$ cat config.mk
export PLATFORM = sky130hd
export DESIGN_NAME = windowed_mean_stddev_threshold_core
export DESIGN_NICKNAME = d
export VERILOG_FILES = /design/src/rtl/wmst_pkg.sv /design/src/rtl/wmst_ram.sv /design/src/rtl/wmst_alu.sv /design/src/rtl/windowed_mean_stddev_threshold_core.sv
export SDC_FILE = /design/constraint.sdc
export NUM_CORES = 2
export LEC_CHECK = 0
export ABC_AREA = 1
export ABC_CLOCK_PERIOD_IN_PS = 6900
export BUFFER_PORTS_ARGS = -buffer_cell sky130_fd_sc_hd__buf_2
export CELL_PAD_IN_SITES_DETAIL_PLACEMENT = 1
export CELL_PAD_IN_SITES_GLOBAL_PLACEMENT = 1
export CORE_ASPECT_RATIO = 2
export CORE_UTILIZATION = 46
export CTS_CLUSTER_SIZE = 8
export DETAILED_ROUTE_END_ITERATION = 8
export GPL_TIMING_DRIVEN = 0
export HOLD_SLACK_MARGIN = 0.15
export PLACE_DENSITY_LB_ADDON = 0.2
export SKIP_CTS_REPAIR_TIMING = 1
export SYNTH_ARGS = -nofsm -noshare
export SYNTH_HDL_FRONTEND = slang
export SYNTH_SLANG_ARGS = --single-unit
$ cat constraint.sdc
create_clock -name clock -period 6.9 [get_ports clock]
set_clock_uncertainty 0.05 [all_clocks]
set_input_delay 0.69 -clock clock [delete_from_list [all_inputs] [get_ports clock]]
set_output_delay 0.69 -clock clock [all_outputs]
set_load 0.05 [all_outputs]
$ cat src/rtl/wmst_pkg.sv
// ---------------------------------------------------------------------------
// wmst_pkg: shared types and constants
// Widths, register indexes, sequencer states and shared-unit operations for
// the windowed mean, deviation and threshold core.
// ---------------------------------------------------------------------------
package wmst_pkg;

   // Sizes of the sample window and the fields.
   localparam int WINDOW_MAX   = 64;
   localparam int SAMPLE_BITS  = 16;
   localparam int RING_AW      = $clog2(WINDOW_MAX);
   localparam int WIN_W        = 7;
   localparam int SUM_W        = 22;
   localparam int SQSUM_W      = 38;
   localparam int MEAN_W       = 16;
   localparam int STD_W        = 15;
   localparam int PLAIN_W      = 24;
   localparam int TMIN_W       = 25;
   localparam int TMAX_W       = 32;
   localparam int RATIO_W      = 16;

   // Shared unit widths.
   localparam int OPA_W        = 25;
   localparam int OPB_W        = 45;
   localparam int MUL_B_W      = 22;
   localparam int PROD_W       = OPA_W + MUL_B_W;
   localparam int DVS_W        = 13;
   localparam int RAD_W        = 32;
   localparam int ROOT_W       = 16;
   localparam int STEP_W       = 6;

   // Step counts of the iterative operations.
   localparam int MEAN_STEPS   = SUM_W;
   localparam int VAR_STEPS    = OPB_W;
   localparam int SQRT_STEPS   = ROOT_W;

   // Register reset values.
   localparam logic [WIN_W-1:0]   WINDOW_RESET  = 7'd16;
   localparam logic [RATIO_W-1:0] RLOW_RESET    = 16'd256;
   localparam logic [RATIO_W-1:0] RHIGH_RESET   = 16'd512;
   localparam logic [RATIO_W-1:0] PENALTY_RESET = 16'd256;

   // Configuration register indexes.
   localparam int CSR_IDX_W = 8;
   localparam logic [CSR_IDX_W-1:0] REG_WINDOW_SIZE    = 8'd0;
   localparam logic [CSR_IDX_W-1:0] REG_RATIO_LOW      = 8'd1;
   localparam logic [CSR_IDX_W-1:0] REG_RATIO_HIGH     = 8'd2;
   localparam logic [CSR_IDX_W-1:0] REG_SPREAD_PENALTY = 8'd3;

   // Shared unit operations.
   typedef enum logic [2:0] {
      ALU_IDLE,
      ALU_MUL,
      ALU_DIV_LOAD,
      ALU_DIV_STEP,
      ALU_SQRT_LOAD,
      ALU_SQRT_STEP
   } alu_op_type;

   // Command from the sequencer to the shared unit.
   typedef struct packed {
      alu_op_type             op;
      logic [OPA_W-1:0]       opa;
      logic [OPB_W-1:0]       opb;
   } alu_ctl_type;

   // Sequencer states.
   typedef enum logic [4:0] {
      ST_IDLE,
      ST_READ,
      ST_SQ_OLD,
      ST_SQ_NEW,
      ST_SS,
      ST_NQ_LO,
      ST_NQ_HI,
      ST_NN,
      ST_DIV_MEAN,
      ST_MEAN_DONE,
      ST_DIV_VAR,
      ST_VAR_DONE,
      ST_SQRT,
      ST_SD_DONE,
      ST_PLAIN,
      ST_TMIN,
      ST_TMAX,
      ST_OUT
   } state_type;

endpackage

$ cat src/rtl/wmst_ram.sv
// ---------------------------------------------------------------------------
// wmst_ram: generic single-port-write RAM
// One write port and one read port, read data registered.
// ---------------------------------------------------------------------------
module wmst_ram #(
   parameter int WIDTH = 16,
   parameter int DEPTH = 64
) (
   input  logic                     clock,
   input  logic                     wr_en,
   input  logic [$clog2(DEPTH)-1:0] wr_addr,
   input  logic [WIDTH-1:0]         wr_data,
   input  logic                     rd_en,
   input  logic [$clog2(DEPTH)-1:0] rd_addr,
   output logic [WIDTH-1:0]         rd_data
);

   logic [WIDTH-1:0] mem_ff [DEPTH];
   logic [WIDTH-1:0] rd_data_ff;

   // Write port and registered read port.
   always_ff @(posedge clock) begin
      if (wr_en) begin
         mem_ff[wr_addr] <= wr_data;
      end
      if (rd_en) begin
         rd_data_ff <= mem_ff[rd_addr];
      end
   end

   assign rd_data = rd_data_ff;

endmodule

$ cat src/rtl/wmst_alu.sv
// ---------------------------------------------------------------------------
// wmst_alu: shared arithmetic unit
// A registered multiplier, one restoring divide step and one square root
// step, driven one operation a cycle by the sequencer.
// ---------------------------------------------------------------------------
module wmst_alu
   import wmst_pkg::*;
(
   input  logic                clock,
   input  alu_ctl_type         ctl,
   output logic [PROD_W-1:0]   prod,
   output logic [OPB_W-1:0]    quo,
   output logic [ROOT_W-1:0]   root
);

   logic [PROD_W-1:0]  prod_ff;
   logic [OPB_W-1:0]   dq_ff;
   logic [DVS_W-1:0]   rem_ff;
   logic [DVS_W-1:0]   dvs_ff;
   logic [RAD_W-1:0]   rad_ff;
   logic [ROOT_W+2:0]  srem_ff;
   logic [ROOT_W-1:0]  root_ff;

   logic [DVS_W:0]     div_trial;
   logic               q_bit;
   logic [DVS_W-1:0]   rem_in;
   logic [ROOT_W+2:0]  sq_trial;
   logic [ROOT_W+2:0]  sq_cmp;
   logic               r_bit;
   logic [ROOT_W+2:0]  srem_in;

   // One restoring division step: bring down the next dividend bit.
   always_comb begin
      div_trial = {rem_ff, dq_ff[OPB_W-1]};
      q_bit     = div_trial >= {1'b0, dvs_ff};
      rem_in    = q_bit ? DVS_W'(div_trial - {1'b0, dvs_ff}) : div_trial[DVS_W-1:0];
   end

   // One square root step: bring down the next pair of radicand bits.
   always_comb begin
      sq_trial = {srem_ff[ROOT_W:0], rad_ff[RAD_W-1:RAD_W-2]};
      sq_cmp   = {1'b0, root_ff, 2'b01};
      r_bit    = sq_trial >= sq_cmp;
      srem_in  = r_bit ? (sq_trial - sq_cmp) : sq_trial;
   end

   // Operation registers.
   always_ff @(posedge clock) begin
      case (ctl.op)
         ALU_MUL: begin
            prod_ff <= PROD_W'(ctl.opa) * PROD_W'(ctl.opb[MUL_B_W-1:0]);
         end
         ALU_DIV_LOAD: begin
            dq_ff  <= ctl.opb;
            rem_ff <= '0;
            dvs_ff <= ctl.opa[DVS_W-1:0];
         end
         ALU_DIV_STEP: begin
            dq_ff  <= {dq_ff[OPB_W-2:0], q_bit};
            rem_ff <= rem_in;
         end
         ALU_SQRT_LOAD: begin
            rad_ff  <= ctl.opb[RAD_W-1:0];
            srem_ff <= '0;
            root_ff <= '0;
         end
         ALU_SQRT_STEP: begin
            rad_ff  <= {rad_ff[RAD_W-3:0], 2'b00};
            srem_ff <= srem_in;
            root_ff <= {root_ff[ROOT_W-2:0], r_bit};
         end
         default: begin
         end
      endcase
   end

   assign prod = prod_ff;
   assign quo  = dq_ff;
   assign root = root_ff;

endmodule

$ cat src/rtl/windowed_mean_stddev_threshold_core.sv
// ---------------------------------------------------------------------------
// windowed_mean_stddev_threshold_core: sliding window statistics
// Keeps the most recent samples in a ring with running sums, and for each
// item gives the mean, population deviation and three thresholds.
// ---------------------------------------------------------------------------
// An accepted item passes through six setup products, the 22-step mean
// divide, the 45-step variance divide, the 16-step root, the threshold
// states and the output load.
// One item is in work at a time, and the next item is taken while the
// previous result waits on the output.
// Reset clears the window, pointers, sums and the output valid, and loads
// the register defaults; the sample ring is not cleared.
module windowed_mean_stddev_threshold_core
   import wmst_pkg::*;
(
   input  logic                  clock,
   input  logic                  reset,
   // Input items.
   input  logic                  req_tvalid,
   output logic                  req_tready,
   input  logic [15:0]           req_tdata,   // [15:0] strength_sample
   // Result items.
   output logic                  rsp_tvalid,
   input  logic                  rsp_tready,
   output logic [111:0]          rsp_tdata,   // [15:0] mean, [30:16] std_dev,
                                              // [54:31] threshold_plain,
                                              // [79:55] threshold_min,
                                              // [111:80] threshold_max
   // Configuration writes.
   input  logic                  csr_valid,
   output logic                  csr_ready,
   input  logic [CSR_IDX_W-1:0]  csr_index,
   input  logic [15:0]           csr_data
);

   state_type              state_ff, state_in;
   logic [STEP_W-1:0]      step_ff, step_in;

   logic [WIN_W-1:0]       window_ff;
   logic [RATIO_W-1:0]     rlow_ff;
   logic [RATIO_W-1:0]     rhigh_ff;
   logic [RATIO_W-1:0]     penalty_ff;

   logic [RING_AW-1:0]     wp_ff;
   logic [WIN_W-1:0]       fill_ff;
   logic [SUM_W-1:0]       sum_ff;
   logic [SQSUM_W-1:0]     sq_ff;

   logic [SAMPLE_BITS-1:0] x_ff;
   logic [SAMPLE_BITS-1:0] old_val;
   logic [OPB_W-1:0]       ss_ff;
   logic [OPB_W-1:0]       nq_ff;
   logic [OPB_W-1:0]       diff_ff;
   logic [DVS_W-1:0]       nn_ff;
   logic [MEAN_W-1:0]      mean_ff;
   logic [STD_W-1:0]       sd_ff;
   logic [PLAIN_W-1:0]     plain_ff;
   logic [TMIN_W-1:0]      tmin_ff;
   logic [TMAX_W-1:0]      tmax_ff;

   logic                   rsp_valid_ff;
   logic [111:0]           rsp_data_ff;

   logic [WIN_W-1:0]       n_eff;
   logic                   full;
   logic                   req_fire;
   logic                   csr_fire;
   logic                   out_load;
   logic [SAMPLE_BITS-1:0] ring_rdata;
   alu_ctl_type            alu_ctl;
   logic [PROD_W-1:0]      prod;
   logic [OPB_W-1:0]       quo;
   logic [ROOT_W-1:0]      root;

   // Effective window: zero acts as one, large values clamp to the maximum.
   always_comb begin
      if (window_ff == '0) begin
         n_eff = WIN_W'(1);
      end else if (window_ff > WIN_W'(WINDOW_MAX)) begin
         n_eff = WIN_W'(WINDOW_MAX);
      end else begin
         n_eff = window_ff;
      end
   end

   assign full       = fill_ff >= n_eff;
   assign req_tready = state_ff == ST_IDLE;
   assign req_fire   = req_tvalid && req_tready;
   assign csr_ready  = 1'b1;
   assign csr_fire   = csr_valid && csr_ready;
   assign out_load   = (state_ff == ST_OUT) && (!rsp_valid_ff || rsp_tready);
   assign old_val    = full ? ring_rdata : '0;

   // Sample ring.
   wmst_ram #(
      .WIDTH (SAMPLE_BITS),
      .DEPTH (WINDOW_MAX)
   ) u_ring (
      .clock   (clock),
      .wr_en   (state_ff == ST_READ),
      .wr_addr (wp_ff),
      .wr_data (x_ff),
      .rd_en   (req_fire),
      .rd_addr (wp_ff),
      .rd_data (ring_rdata)
   );

   // Shared arithmetic unit.
   wmst_alu u_alu (
      .clock (clock),
      .ctl   (alu_ctl),
      .prod  (prod),
      .quo   (quo),
      .root  (root)
   );

   // Sequencer state register.
   always_ff @(posedge clock) begin
      if (reset) begin
         state_ff <= ST_IDLE;
         step_ff  <= '0;
      end else begin
         state_ff <= state_in;
         step_ff  <= step_in;
      end
   end

   // Next state and commands to the shared unit.
   always_comb begin
      state_in    = state_ff;
      step_in     = step_ff;
      alu_ctl.op  = ALU_IDLE;
      alu_ctl.opa = '0;
      alu_ctl.opb = '0;
      case (state_ff)
         ST_IDLE: begin
            if (req_fire) begin
               state_in = ST_READ;
            end
         end
         ST_READ: begin
            alu_ctl.op  = ALU_MUL;
            alu_ctl.opa = OPA_W'(old_val);
            alu_ctl.opb = OPB_W'(old_val);
            state_in    = ST_SQ_OLD;
         end
         ST_SQ_OLD: begin
            alu_ctl.op  = ALU_MUL;
            alu_ctl.opa = OPA_W'(x_ff);
            alu_ctl.opb = OPB_W'(x_ff);
            state_in    = ST_SQ_NEW;
         end
         ST_SQ_NEW: begin
            alu_ctl.op  = ALU_MUL;
            alu_ctl.opa = OPA_W'(sum_ff);
            alu_ctl.opb = OPB_W'(sum_ff);
            state_in    = ST_SS;
         end
         ST_SS: begin
            alu_ctl.op  = ALU_MUL;
            alu_ctl.opa = OPA_W'(fill_ff);
            alu_ctl.opb = OPB_W'(sq_ff[18:0]);
            state_in    = ST_NQ_LO;
         end
         ST_NQ_LO: begin
            alu_ctl.op  = ALU_MUL;
            alu_ctl.opa = OPA_W'(fill_ff);
            alu_ctl.opb = OPB_W'(sq_ff[SQSUM_W-1:19]);
            state_in    = ST_NQ_HI;
         end
         ST_NQ_HI: begin
            alu_ctl.op  = ALU_MUL;
            alu_ctl.opa = OPA_W'(fill_ff);
            alu_ctl.opb = OPB_W'(fill_ff);
            state_in    = ST_NN;
         end
         ST_NN: begin
            // Mean first: the sum is left-aligned in the dividend.
            alu_ctl.op  = ALU_DIV_LOAD;
            alu_ctl.opa = OPA_W'(fill_ff);
            alu_ctl.opb = {sum_ff, (OPB_W - SUM_W)'(0)};
            step_in     = STEP_W'(MEAN_STEPS - 1);
            state_in    = ST_DIV_MEAN;
         end
         ST_DIV_MEAN: begin
            alu_ctl.op = ALU_DIV_STEP;
            step_in    = step_ff - 1'b1;
            if (step_ff == '0) begin
               state_in = ST_MEAN_DONE;
            end
         end
         ST_MEAN_DONE: begin
            alu_ctl.op  = ALU_DIV_LOAD;
            alu_ctl.opa = OPA_W'(nn_ff);
            alu_ctl.opb = diff_ff;
            step_in     = STEP_W'(VAR_STEPS - 1);
            state_in    = ST_DIV_VAR;
         end
         ST_DIV_VAR: begin
            alu_ctl.op = ALU_DIV_STEP;
            step_in    = step_ff - 1'b1;
            if (step_ff == '0) begin
               state_in = ST_VAR_DONE;
            end
         end
         ST_VAR_DONE: begin
            alu_ctl.op  = ALU_SQRT_LOAD;
            alu_ctl.opb = OPB_W'(quo[RAD_W-1:0]);
            step_in     = STEP_W'(SQRT_STEPS - 1);
            state_in    = ST_SQRT;
         end
         ST_SQRT: begin
            alu_ctl.op = ALU_SQRT_STEP;
            step_in    = step_ff - 1'b1;
            if (step_ff == '0) begin
               state_in = ST_SD_DONE;
            end
         end
         ST_SD_DONE: begin
            alu_ctl.op  = ALU_MUL;
            alu_ctl.opa = OPA_W'(mean_ff);
            alu_ctl.opb = OPB_W'(rlow_ff);
            state_in    = ST_PLAIN;
         end
         ST_PLAIN: begin
            alu_ctl.op  = ALU_MUL;
            alu_ctl.opa = OPA_W'(sd_ff);
            alu_ctl.opb = OPB_W'(penalty_ff);
            state_in    = ST_TMIN;
         end
         ST_TMIN: begin
            state_in = ST_TMAX;
         end
         ST_TMAX: begin
            state_in = ST_OUT;
         end
         ST_OUT: begin
            if (out_load) begin
               state_in = ST_IDLE;
            end
         end
         default: begin
            state_in = ST_IDLE;
         end
      endcase
      // The last product rebuilds the lower threshold from plain_ff and prod.
      if (state_ff == ST_TMIN) begin
         alu_ctl.op  = ALU_MUL;
         alu_ctl.opa = OPA_W'(plain_ff) + OPA_W'(prod[30:8]);
         alu_ctl.opb = OPB_W'(rhigh_ff);
      end
   end

   // Configuration registers and window state.
   always_ff @(posedge clock) begin
      if (reset) begin
         window_ff  <= WINDOW_RESET;
         rlow_ff    <= RLOW_RESET;
         rhigh_ff   <= RHIGH_RESET;
         penalty_ff <= PENALTY_RESET;
         wp_ff      <= '0;
         fill_ff    <= '0;
         sum_ff     <= '0;
         sq_ff      <= '0;
      end else if (csr_fire) begin
         case (csr_index)
            REG_WINDOW_SIZE: begin
               window_ff <= csr_data[WIN_W-1:0];
               wp_ff     <= '0;
               fill_ff   <= '0;
               sum_ff    <= '0;
               sq_ff     <= '0;
            end
            REG_RATIO_LOW:      rlow_ff    <= csr_data;
            REG_RATIO_HIGH:     rhigh_ff   <= csr_data;
            REG_SPREAD_PENALTY: penalty_ff <= csr_data;
            default: begin
            end
         endcase
      end else begin
         case (state_ff)
            ST_READ: begin
               // Drop the oldest sample when full, then take the new one in.
               sum_ff  <= sum_ff - SUM_W'(old_val) + SUM_W'(x_ff);
               fill_ff <= full ? n_eff : fill_ff + 1'b1;
               if ((WIN_W'(wp_ff) + 1'b1) >= n_eff) begin
                  wp_ff <= '0;
               end else begin
                  wp_ff <= wp_ff + 1'b1;
               end
            end
            ST_SQ_OLD: sq_ff <= sq_ff - SQSUM_W'(prod[31:0]);
            ST_SQ_NEW: sq_ff <= sq_ff + SQSUM_W'(prod[31:0]);
            default: begin
            end
         endcase
      end
   end

   // Datapath registers.
   always_ff @(posedge clock) begin
      if (req_fire) begin
         x_ff <= req_tdata;
      end
      case (state_ff)
         ST_SS:        ss_ff    <= OPB_W'(prod[43:0]);
         ST_NQ_LO:     nq_ff    <= OPB_W'(prod[25:0]);
         ST_NQ_HI:     nq_ff    <= nq_ff + {prod[25:0], 19'b0};
         ST_NN: begin
            nn_ff   <= prod[DVS_W-1:0];
            diff_ff <= nq_ff - ss_ff;
         end
         ST_MEAN_DONE: mean_ff  <= quo[MEAN_W-1:0];
         ST_SD_DONE:   sd_ff    <= root[STD_W-1:0];
         ST_PLAIN:     plain_ff <= prod[31:8];
         ST_TMIN:      tmin_ff  <= TMIN_W'(plain_ff) + TMIN_W'(prod[30:8]);
         ST_TMAX: begin
            // Saturate the upper threshold at 32 bits.
            if (|prod[PROD_W-1:40]) begin
               tmax_ff <= '1;
            end else begin
               tmax_ff <= prod[39:8];
            end
         end
         default: begin
         end
      endcase
   end

   // Output register.
   always_ff @(posedge clock) begin
      if (reset) begin
         rsp_valid_ff <= 1'b0;
      end else if (out_load) begin
         rsp_valid_ff <= 1'b1;
      end else if (rsp_tready) begin
         rsp_valid_ff <= 1'b0;
      end
      if (out_load) begin
         rsp_data_ff <= {tmax_ff, tmin_ff, plain_ff, sd_ff, mean_ff};
      end
   end

   assign rsp_tvalid = rsp_valid_ff;
   assign rsp_tdata  = rsp_data_ff;

   // The window never holds more samples than it may.
   a_fill_bound: assert property (@(posedge clock) disable iff (reset)
      fill_ff <= WIN_W'(WINDOW_MAX))
      else $error("fill count above window maximum");

   // The write pointer stays inside the effective window.
   a_wp_bound: assert property (@(posedge clock) disable iff (reset)
      WIN_W'(wp_ff) < n_eff)
      else $error("write pointer outside window");

   // An accepted item starts the ring read state.
   a_start: assert property (@(posedge clock) disable iff (reset)
      req_fire |=> state_ff == ST_READ)
      else $error("accepted item did not start the sequence");

   // A new result appears only as the sequence returns to idle.
   a_result: assert property (@(posedge clock) disable iff (reset)
      $rose(rsp_tvalid) |-> state_ff == ST_IDLE)
      else $error("result raised outside sequence end");

endmodule

==> results by group <==
Outcome
  • Status: complete, but fails checks
  • Failing checks: capacitance limit, slew limit, setup timing

Finish
  • Most common cell after layout, fill and taps aside: nand2_1
  • Share of cells above drive strength 1: 15.2%
  • Nets: 11300
  • Leading cell types in the layout, fill and taps excluded: nand2_1, edfxtp_1, inv_1
  • Area Overhead vs Synth: 20.6%
  • Core Util, Final: 55.9%

Timing
  • Fin worst setup slack: -2.01 ns
  • Max-slew headroom: -11.5%
  • Setup violators final: 39
  • Actual slew at the worst max-slew pin: 1.67 ns
  • Max Fclk: 112 MHz
  • Slew Limit Fails: 168
  • RSZ-0062 raised after global routing: yes
  • Final cycle utilization of the critical path: 129%
  • Hold Vio Cnt, Final: 0
  • Final min period: 8.91 ns

Critical path
  • CP Class: flip-flop to flip-flop
  • Crit-path max FO: 7
  • CP bufs+invs: 9
  • Slowest cell on the critical path: fa_2
  • Required @ worst endpoint: 7.43 ns
  • CP startpoint kind: flip-flop
  • Reg2reg setup slack: -2.01 ns
  • Slowest cell delay on critical path: 0.61 ns
  • Delay-heaviest family, CP: adder cells
  • CP arrival: 9.44 ns
  • Worst setup EP type: flip-flop

Yosys
  • Post-Syn Instances: 9595
  • Ranking of synthesized cells by area: edfxtp_1, fa_1, nand2_1, inv_1, ha_1
  • Mapped Area: 0.0966 sq mm
  • Synthesized area per cell: 10.1 sq um
  • Sequential-to-total area share from yosys stat: 52.9%
  • EDFF count, synth: 1610
  • Synth Warn #: 0
  • Post-synthesis sequential element count: 1750
  • Synth unique cells: 68
  • Asr flop ratio synth: 0%
  • Yosys top cell area share: 50.0%
  • Post-synth top area cell: edfxtp_1
  • Main flop type after synthesis: edfxtp_1

CTS
  • Worst-skew pair later-pin latency: 0.95 ns
  • Clk pin slew, worst setup/hold paths: 0.05 ns
  • Sink Count: 1750
  • Clock buffer depth: 4
  • Root buf cell: clkbuf_16
  • CTS tree: done
  • CTS Buf Count: 246
  • H-tree depth: 4

Global route
  • First-pass GRT wire length: 639 mm
  • Gr usage total: 44.1%
  • Initial antenna violation count: 32
  • Largest net degree at the start of global routing: 54
  • Number of global-route vias before repair: 82900
  • Gr ovfl total: 0

Die
  • Core area: 0.208 sq mm
  • Die outline height: 650 um
  • Starting Density: 46.3%
  • Io pins: 160
  • Rows: 237
  • Die area: 0.212 sq mm
  • Die Wd: 326 um

Power
  • Internal: 22.8 mW
  • P per Cell Area: 317 mW/mm^2
  • P_sw: 14.2 mW
  • Seq pwr share: 36.5%
  • Peak supply drop: 0.000366 V
  • Leak Pwr: 47.6 nW
  • Combinational power share: 33.5%
  • Clock power frac: 30.0%
  • Power, Total: 36.9 mW
  • Sw frac: 38.4%

Placement
  • Port Buffers: 158
  • HPWL after detailed placement: 362 mm
  • Final Wtd Congestion: 1.04

Route
  • Final ANT Viol Nets: 0
  • Initial DRC Count: 7040
  • Via count: 80100
  • Residual DRC count: 0
  • Post-DR vias/cell: 6.04
  • Wirelength per Cell: 36.0 um
  • First drt pass iteration count: 6
  • WL final: 478 mm

Flow run
  • Max Cap Violations: 18

Worst hold path
  • Worst Hold Class: input pin to flip-flop
==> worst reg2reg max path, delay by kind of cell, from the launching register on <==
| family | cells | cell delay (ns) |
|---|---|---|
| AOI/OAI and AO/OA | 3 | 0.49 |
| xor gates and xnor gates | 1 | 0.47 |
| adders and majority gates | 9 | 4.26 |
| buffers and inverters | 9 | 1.01 |
| DFF | 1 | 0.35 |
| and+or+nand+nor | 16 | 2.00 |
==> logic make-up (layout without fill, tap and decap cells) <==
group	count (synthesis)	after routing	share of synthesized area [%]
AOI/OAI and AO/OA	1265	1265	7.81
and+or+nand+nor	3880	3881	16.3
buffers and inverters	1691	2569	6.83
DFF	1750	1750	52.9
adders and majority gates	841	841	14.6
other	2	50	0.00777
xor gates and xnor gates	166	166	1.51
==> power by group through the flow <==
stage	registers (mW)	clock network [mW]	logic, mW
global route	13.4	11.4	12.9
floorplan	13.3	0	5.32
detailed placement	14.2	0	10.0
CTS	14.0	11.1	10.1
global placement	14.7	0	8.84
finish	13.5	11.1	12.4
==> stage by stage <==
stage               TNS (ns)  cells  cell area, sq um  hold WS, ns  worst slack [ns]
CTS                  -113.41  13000            111000       -0.166             -3.76
global route          -61.08  13200            116000        0.160             -2.20
finish                -52.87  13300            116000        0.139             -2.01
detailed placement   -111.74  12600            104000        0.356             -3.73
floorplan              -4.72   9612             97000        0.350            -0.217
global placement     -500.05  12500            101000        0.352             -3.96
==> cell usage after synthesis (19+ instances only) <==
library cell	number
o21bai_1	29
nand3_1	321
inv_2	27
a31oi_1	19
o22ai_1	27
inv_1	1375
buf_2	107
o211ai_1	32
nand4_1	149
xnor2_1	41
o21ai_0	383
fa_1	478
nand2_1	2434
a21oi_1	453
dfxtp_1	140
edfxtp_1	1610
clkbuf_1	138
a221oi_1	48
a22o_1	33
a21o_1	36
o2111ai_1	42
nor2_1	830
xor2_1	124
nor3_1	63
ha_1	363
a22oi_1	99
==> registers in the layout, summed over array words and instances (netlist names), 17 cells and up <==
register	count
u_alu.prod	47
u_alu.rad_ff	32
tmin_ff	25
plain_ff	24
nq_ff	45
sum_ff	22
rsp_tdata	112
tmax_ff	32
u_alu.srem_ff	17
u_alu.quo	45
ss_ff	44
sq_ff	38
u_ring.mem_ff	1024
diff_ff	45
==> area by class of cell <==
class / instances / area [sq um]
plain buffers: 283 / 1940
inverters: 1408 / 5340
flip-flops and latches: 1750 / 51200
diodes: 31 / 77.6
multi-input cells: 6172 / 42000
clock inverters: 9 / 179
well taps: 2748 / 3440
fillers: 22300 / 92000
repair buffers: 540 / 5870
clock buffers: 329 / 6490
==> final timing paths <==
kind / startpoint / to / depth (start not counted)
max: window_ff[0] / u_alu.prod[46] / 38
min: csr_data[13] / rhigh_ff[13] / 3
max reg2reg: window_ff[0] / u_alu.prod[46] / 38
min reg2reg: tmin_ff[12] / rsp_tdata[67] / 0
==> routing by layer <==
metal,vias up,track usage (%),wire length (um)
met5,-,0,56
met1,40000,40.6,141000
met2,4487,74.3,232000
li1,33500,-,-
met4,8,53.2,71200
met3,2158,9.41,34100
Power figures use the tool's default switching activity.
